`src/hw/rtl/stencil_relaxation_3d_assert.svh`:
```
// Assertion macros for the stencil relaxation core.
// Define ASSERT_OFF to compile the checks out; no other dependencies.
`ifndef STENCIL_RELAXATION_3D_ASSERT_SVH
`define STENCIL_RELAXATION_3D_ASSERT_SVH
`ifndef ASSERT_OFF
// Same-cycle implication, disabled during reset.
`define SR3D_ASSERT_IMPL(label, clk, rst_n, ante, cons) \
  label: assert property (@(posedge clk) disable iff (!rst_n) (ante) |-> (cons)) \
    else $error("sr3d assertion failed");
// Next-cycle implication, disabled during reset.
`define SR3D_ASSERT_NEXT(label, clk, rst_n, ante, cons) \
  label: assert property (@(posedge clk) disable iff (!rst_n) (ante) |=> (cons)) \
    else $error("sr3d assertion failed");
`else
`define SR3D_ASSERT_IMPL(label, clk, rst_n, ante, cons)
`define SR3D_ASSERT_NEXT(label, clk, rst_n, ante, cons)
`endif
`endif

```
`src/hw/rtl/sr3d_pkg.sv`:
```
// Shared types and constants for the 3D stencil relaxation block.
// No dependencies; imported by the interfaces, the raster, the core and the top.
package sr3d_pkg;

  localparam int POT_W      = 32;  // Q16.16 potential
  localparam int COEF_W     = 32;  // Q8.24 coefficient
  localparam int FRAC_BITS  = 24;
  localparam int ACC_W      = 48;
  localparam int DIM_W      = 7;
  localparam int DIM_MIN    = 3;
  localparam int DIM_RESET  = 64;
  localparam int CFG_IDX_W  = 3;
  localparam int CFG_DATA_W = 32;

  localparam int MAX_DIM_X_DEF = 64;
  localparam int MAX_DIM_Y_DEF = 64;
  localparam int MAX_DIM_Z_DEF = 64;

  // Datapath widths: second difference, full product, shifted term, five-way sum
  localparam int D2_W   = POT_W + 3;
  localparam int PROD_W = D2_W + COEF_W;
  localparam int TERM_W = PROD_W - FRAC_BITS;
  localparam int SUM_W  = TERM_W + 3;
  localparam int DIFF_W = POT_W + 1;

  typedef enum logic [CFG_IDX_W-1:0] {
    CFG_DIM_X,
    CFG_DIM_Y,
    CFG_DIM_Z,
    CFG_COEF_X,
    CFG_COEF_Y,
    CFG_COEF_Z,
    CFG_SOURCE
  } cfg_idx_t;

  typedef struct packed {
    logic interior;  // center point of this sample is inside the grid
    logic last;      // center point is the final interior point
  } raster_flags_t;

endpackage

```
`src/hw/rtl/sr3d_raster.sv`:
```
// Raster position tracker: clamps the grid size, flags interior and final
// points, and forms the plane store addresses. Depends on sr3d_pkg.
module sr3d_raster #(
  parameter int MAX_DIM_X = sr3d_pkg::MAX_DIM_X_DEF,
  parameter int MAX_DIM_Y = sr3d_pkg::MAX_DIM_Y_DEF,
  parameter int MAX_DIM_Z = sr3d_pkg::MAX_DIM_Z_DEF
) (
  input  logic                                         clk,
  input  logic                                         rst_n,
  input  logic                                         advance,
  input  logic [sr3d_pkg::DIM_W-1:0]                   dim_x,
  input  logic [sr3d_pkg::DIM_W-1:0]                   dim_y,
  input  logic [sr3d_pkg::DIM_W-1:0]                   dim_z,
  output sr3d_pkg::raster_flags_t                      flags,
  output logic [$clog2(2*MAX_DIM_Y*MAX_DIM_Z)-1:0]     cur_addr,
  output logic [$clog2(2*MAX_DIM_Y*MAX_DIM_Z)-1:0]     ctr_addr
);
  import sr3d_pkg::*;

  localparam int XW    = $clog2(MAX_DIM_X);
  localparam int YW    = $clog2(MAX_DIM_Y);
  localparam int ZW    = $clog2(MAX_DIM_Z);
  localparam int XCW   = ((XW > DIM_W) ? XW : DIM_W) + 1;
  localparam int YCW   = ((YW > DIM_W) ? YW : DIM_W) + 1;
  localparam int ZCW   = ((ZW > DIM_W) ? ZW : DIM_W) + 1;
  localparam int PLANE = MAX_DIM_Y * MAX_DIM_Z;
  localparam int AW    = $clog2(2 * PLANE);

  logic [XW-1:0]  px_r, px_nxt;
  logic [YW-1:0]  py_r, py_nxt;
  logic [ZW-1:0]  pz_r, pz_nxt;
  logic [XCW-1:0] dx, xe;
  logic [YCW-1:0] dy, ye;
  logic [ZCW-1:0] dz, ze;
  logic           z_end, y_end, x_end;
  logic [AW-1:0]  base, plane_off;

  // Clamp each size to [3, max]
  always_comb begin
    if (XCW'(dim_x) < XCW'(DIM_MIN)) begin
      dx = XCW'(DIM_MIN);
    end else if (XCW'(dim_x) > XCW'(MAX_DIM_X)) begin
      dx = XCW'(MAX_DIM_X);
    end else begin
      dx = XCW'(dim_x);
    end
    if (YCW'(dim_y) < YCW'(DIM_MIN)) begin
      dy = YCW'(DIM_MIN);
    end else if (YCW'(dim_y) > YCW'(MAX_DIM_Y)) begin
      dy = YCW'(MAX_DIM_Y);
    end else begin
      dy = YCW'(dim_y);
    end
    if (ZCW'(dim_z) < ZCW'(DIM_MIN)) begin
      dz = ZCW'(DIM_MIN);
    end else if (ZCW'(dim_z) > ZCW'(MAX_DIM_Z)) begin
      dz = ZCW'(MAX_DIM_Z);
    end else begin
      dz = ZCW'(dim_z);
    end
  end

  assign xe = XCW'(px_r);
  assign ye = YCW'(py_r);
  assign ze = ZCW'(pz_r);

  // The sample at x belongs to the center point at x-1
  assign flags.interior = (xe >= XCW'(2)) && (xe + XCW'(1) <= dx) &&
                          (ye >= YCW'(1)) && (ye + YCW'(2) <= dy) &&
                          (ze >= ZCW'(1)) && (ze + ZCW'(2) <= dz);
  assign flags.last     = (xe + XCW'(1) == dx) && (ye + YCW'(2) == dy) &&
                          (ze + ZCW'(2) == dz);

  assign z_end = (ze + ZCW'(1)) >= dz;
  assign y_end = (ye + YCW'(1)) >= dy;
  assign x_end = (xe + XCW'(1)) >= dx;

  always_comb begin
    px_nxt = px_r;
    py_nxt = py_r;
    pz_nxt = pz_r;
    if (z_end) begin
      pz_nxt = '0;
      if (y_end) begin
        py_nxt = '0;
        px_nxt = x_end ? '0 : XW'(xe + XCW'(1));
      end else begin
        py_nxt = YW'(ye + YCW'(1));
      end
    end else begin
      pz_nxt = ZW'(ze + ZCW'(1));
    end
  end

  always_ff @(posedge clk) begin
    if (!rst_n) begin
      px_r <= '0;
      py_r <= '0;
      pz_r <= '0;
    end else if (advance) begin
      px_r <= px_nxt;
      py_r <= py_nxt;
      pz_r <= pz_nxt;
    end
  end

  // Two planes by parity of x; the current sample overwrites plane x-2
  assign plane_off = AW'(PLANE);
  assign base      = AW'(py_r) * AW'(MAX_DIM_Z) + AW'(pz_r);
  assign cur_addr  = px_r[0] ? base + plane_off : base;
  assign ctr_addr  = px_r[0] ? base : base + plane_off;

endmodule

```
`config.mk`:
```
export PLATFORM = sky130hd
export DESIGN_NAME = sr3d_raster
export DESIGN_NICKNAME = d
export VERILOG_FILES = /design/src/hw/rtl/stencil_relaxation_3d_assert.svh /design/src/hw/rtl/sr3d_pkg.sv /design/src/hw/rtl/sr3d_raster.sv
export SDC_FILE = /design/constraint.sdc
export NUM_CORES = 1
export LEC_CHECK = 0
export BUFFER_PORTS_ARGS = -buffer_cell sky130_fd_sc_hd__buf_4
export CORE_MARGIN = 2
export CORE_UTILIZATION = 50
export CTS_CLUSTER_DIAMETER = 50
export DETAILED_ROUTE_END_ITERATION = 10
export PLACE_DENSITY = 0.78
export SLEW_MARGIN = 10
export SYNTH_ARGS = -nofsm -noshare
export SYNTH_HDL_FRONTEND = slang
export SYNTH_SLANG_ARGS = --single-unit
```
`constraint.sdc`:
```
create_clock -name clk -period 2.65 [get_ports clk]
set_clock_uncertainty 0.05 [all_clocks]
set_input_delay 0.265 -clock clk [delete_from_list [all_inputs] [get_ports clk]]
set_output_delay 0.265 -clock clk [all_outputs]
set_load 0.1 [all_outputs]
```
==> results.md <==
* I/O pin count at 52
* DRT antenna net count at 0
* Number of fillers in the final layout at 321
* Setup crit end kind: output pin
* Top fanout value on the critical path at 5
* FF-to-FF path depth at 10
* Total DRC errors in the routed layout at 0
* Critical path required time at 2.34 ns
* Total power divided by cell area at 264 nW/um^2
* Total power at 823 uW
* Final-stage net count at 411
* Launching element type of the critical path: flop
* Setup slack on the worst flop-to-flop path at 0.04 ns
* Antenna violations before repair at 0
* Hold path start: rst_n
* Average detailed-routed wire length per instance at 14.4 um
* Post-Syn Nets at 346
* Pin count of the biggest net entering global routing at 15
* Post-Route Utilization at 72.6%
* Total number of vias at 2186
* Mean post-synth cell area at 7.93 um^2
* Half-perimeter wire length of the detailed placement result at 4210 um
* Reg2reg end: py_r[2]
* Cell area after placement at 2800 um^2
* Setup TNS at 0 ns
* Final setup fails at 0
* Number of sinks handled by clock tree synthesis at 18
* Synthesized instance count at 278
* Worst min-delay path class: in2reg
* IR drop worst, VDD at 418 uV
* Worst flop-to-flop path startpoint: py_r[1]
* Count of yosys warnings during synthesis at 0
* Unique cell type count in the Yosys netlist at 44
* Unrepaired setup endpoints after global routing: true
* Cell at the root of the clock tree: sky130_fd_sc_hd__clkbuf_8
* Die boundary width at 70.4 um
* Worst skew pair latency at 0.26 ns
* Reported max-cap violation count at 0
* Highest clock rate at 0.382 GHz
* Via count of the first global-routing pass at 2089
* Synthesized flop and latch total at 18
* Leak at 0.00145 uW
* Count of buffers from port buffering at 51
* Cell area after synthesis at 2200 um^2
* WHS Endpoint: py_r[1]
* First-pass GRT wire length at 8810 um
* Startpoint of the worst setup timing path: px_r[1]
* Async S/R FF share, synth at 0%
* Remaining max-slew budget at the tightest pin at 79.4%
* Data arrival time of the critical path at 2.31 ns
* Hold violation total from the final report at 0
* Total iterations of the first detailed-routing run at 4
* Violation count after the first detailed-route iteration at 83
* Number of enable-type register cells in the synthesized netlist at 0
* Inserted Clock Buffers at 3
* Hold Path Depth at 2
* Maximum clock insertion buffer count at 2
* Antenna diode count at 0
* P&R area growth vs syn at 41.4%
* PnR worst setup slack at 0.0288 ns
* Post-route cell area at 3120 um^2
* Area enclosed by the die boundary at 4960 um^2
* Worst setup timing slack at the placement stage at -0.0669 ns
* Clock H-tree levels at 1
* # rows at 24
* Starting density of the core at 51.3%
* Clock tree from TritonCTS: yes
* Gp weighted congestion at 0.898
* Fraction of final layout cells with drive strength greater than 1 at 41.2%
* Via count normalized by instance count at 5.55
* Die height at 70.4 um
* Slew Viols, Final at 0
* Register clock-pin slew on the reported worst setup and hold paths at 0.07 ns
* Proportion of synthesized chip area in sequential cells at 16.3%
* Most used DFF post-synth: sky130_fd_sc_hd__dfxtp_1
* Slew at the pin closest to its max-slew limit at 0.307 ns
* Total Routing Usage GR at 21.3%
* Setup CP Type: reg2out
* Sum of routed wire length over all layers at 5680 um
* Share of the clock period used by the worst path after layout at 98.9%
* Shortest clock period the worst path allows after layout at 2.62 ns
* Total congestion overflow after global routing at 0
* Outcome: complete, no violations
* Area inside the core boundary at 4290 um^2
==> synth_stat cells, types with 2 or more instances <==
cell type	instances	share of area, %
sky130_fd_sc_hd__a21boi_0	5	1.7
sky130_fd_sc_hd__a21boi_1	4	1.4
sky130_fd_sc_hd__a21boi_2	2	1.0
sky130_fd_sc_hd__a21o_1	4	1.4
sky130_fd_sc_hd__a21oi_1	7	1.6
sky130_fd_sc_hd__and2_1	2	0.57
sky130_fd_sc_hd__and3_1	3	0.85
sky130_fd_sc_hd__buf_4	13	4.4
sky130_fd_sc_hd__clkbuf_1	7	1.2
sky130_fd_sc_hd__dfxtp_1	18	16
sky130_fd_sc_hd__ha_1	44	25
sky130_fd_sc_hd__inv_1	13	2.2
sky130_fd_sc_hd__nand2_1	31	5.3
sky130_fd_sc_hd__nand2b_1	4	1.1
sky130_fd_sc_hd__nand3_1	15	3.4
sky130_fd_sc_hd__nand3b_1	2	0.68
sky130_fd_sc_hd__nand4_1	7	2.0
sky130_fd_sc_hd__nor2_1	23	3.9
sky130_fd_sc_hd__nor2b_1	5	1.4
sky130_fd_sc_hd__nor3_1	3	0.68
sky130_fd_sc_hd__nor4_1	5	1.4
sky130_fd_sc_hd__o2111ai_1	2	0.79
sky130_fd_sc_hd__o211ai_1	4	1.4
sky130_fd_sc_hd__o21a_1	4	1.4
sky130_fd_sc_hd__o21ai_0	6	1.4
sky130_fd_sc_hd__or3_1	4	1.1
sky130_fd_sc_hd__or3b_1	3	1.2
sky130_fd_sc_hd__xnor2_1	14	5.6
sky130_fd_sc_hd__xor2_1	9	3.6
==> flip-flops by register name, summed over array words and instances (netlist names) <==
| name | flops |
|---|---|
| px_r | 6 |
| py_r | 6 |
| pz_r | 6 |
==> worst max path at each step <==
stage	endpoint	cells after the start
2_1_floorplan	flags[1]	9
3_3_place_gp	py_r[2]	10
3_5_place_dp	py_r[2]	10
4_1_cts	flags[1]	10
5_1_grt	py_r[2]	10
6_report	flags[1]	11
==> area by class of cell <==
class / count / area (um^2) / share of cell area [%]
multi-input cells: 225 / 1900 / 61.0
inverters: 13 / 48.8 / 1.57
repair buffers: 82 / 632 / 20.3
well taps: 52 / 65.1 / 2.09
flip-flops and latches: 18 / 414 / 13.3
clock buffers: 4 / 55.1 / 1.77
==> timing repair <==
action	4_1_cts	5_1_grt
hold buffers	0	0
setup buffers	0	5
pin swaps	2	22
resized for setup	14	33
cloned	0	0
endpoints found under the setup margin	6	12
==> through the flow <==
stage	hold slack, ns	instances
6_report	0.277	394
5_1_grt	0.280	394
4_1_cts	0.271	389
3_5_place_dp	0.446	385
3_3_place_gp	0.435	385
2_1_floorplan	0.365	278
==> logic make-up after synthesis <==
logic type               count (synthesis)  share of synthesized area [%]
AO/OA/AOI/OAI                           47                           15.7
XOR/XNOR                                23                           9.14
adder cells (fa/ha/maj)                 44                           25.0
buffers and inverters                   35                           8.57
flip-flops                              18                           16.3
multiplexers                             1                          0.454
AND/OR/NAND/NOR                        110                           24.8
==> placed cells by master, fill, tap and decap left out, types with 3 or more instances in the layout <==
cell type,n
sky130_fd_sc_hd__buf_4,80
sky130_fd_sc_hd__ha_1,37
sky130_fd_sc_hd__nand2_1,31
sky130_fd_sc_hd__nor2_1,20
sky130_fd_sc_hd__dfxtp_4,14
sky130_fd_sc_hd__nand3_1,13
sky130_fd_sc_hd__inv_1,11
sky130_fd_sc_hd__xnor2_1,10
sky130_fd_sc_hd__xor2_1,8
sky130_fd_sc_hd__nand4_1,7
sky130_fd_sc_hd__a21boi_1,6
sky130_fd_sc_hd__ha_4,6
sky130_fd_sc_hd__a21oi_2,5
sky130_fd_sc_hd__xnor2_2,4
sky130_fd_sc_hd__o21ai_1,4
sky130_fd_sc_hd__a21o_1,4
sky130_fd_sc_hd__nor2b_1,4
sky130_fd_sc_hd__o21a_1,4
sky130_fd_sc_hd__o211ai_1,4
sky130_fd_sc_hd__or3_1,4
sky130_fd_sc_hd__clkbuf_8,4
sky130_fd_sc_hd__nor4_4,3
sky130_fd_sc_hd__a21oi_1,3
sky130_fd_sc_hd__nand2b_1,3
sky130_fd_sc_hd__a21boi_2,3
sky130_fd_sc_hd__or3b_1,3
sky130_fd_sc_hd__dfxtp_1,3
==> where the power goes <==
group,switching (uW),total [uW],internal [uW]
clock,97.9,230,132
combinational,186,317,131
sequential,10.9,276,265
==> routing by layer <==
layer | up-vias | part of all wire [%] | global-route usage [%] | wire length [um]
met4 | 0 | 1.3 | 5.13 | 71
li1 | 1090 | - | - | -
met1 | 1036 | 43 | 25.0 | 2430
met5 | - | 0 | 0 | 0
met3 | 10 | 2.9 | 4.18 | 163
met2 | 50 | 53 | 39.2 | 3010
==> critical path: stages, from the launching register on <==
cell and delay, ns:
sky130_fd_sc_hd__dfxtp_4 0.37, sky130_fd_sc_hd__ha_4 0.17, sky130_fd_sc_hd__buf_4 0.14, sky130_fd_sc_hd__nand2_1 0.09, sky130_fd_sc_hd__nor2_2 0.05, sky130_fd_sc_hd__ha_1 0.31
sky130_fd_sc_hd__nand3_2 0.12, sky130_fd_sc_hd__a21oi_2 0.05, sky130_fd_sc_hd__nor3_2 0.20, sky130_fd_sc_hd__o21ai_2 0.10, sky130_fd_sc_hd__nor3_4 0.23, sky130_fd_sc_hd__buf_12 0.20
(Power assumes the default switching activity.)
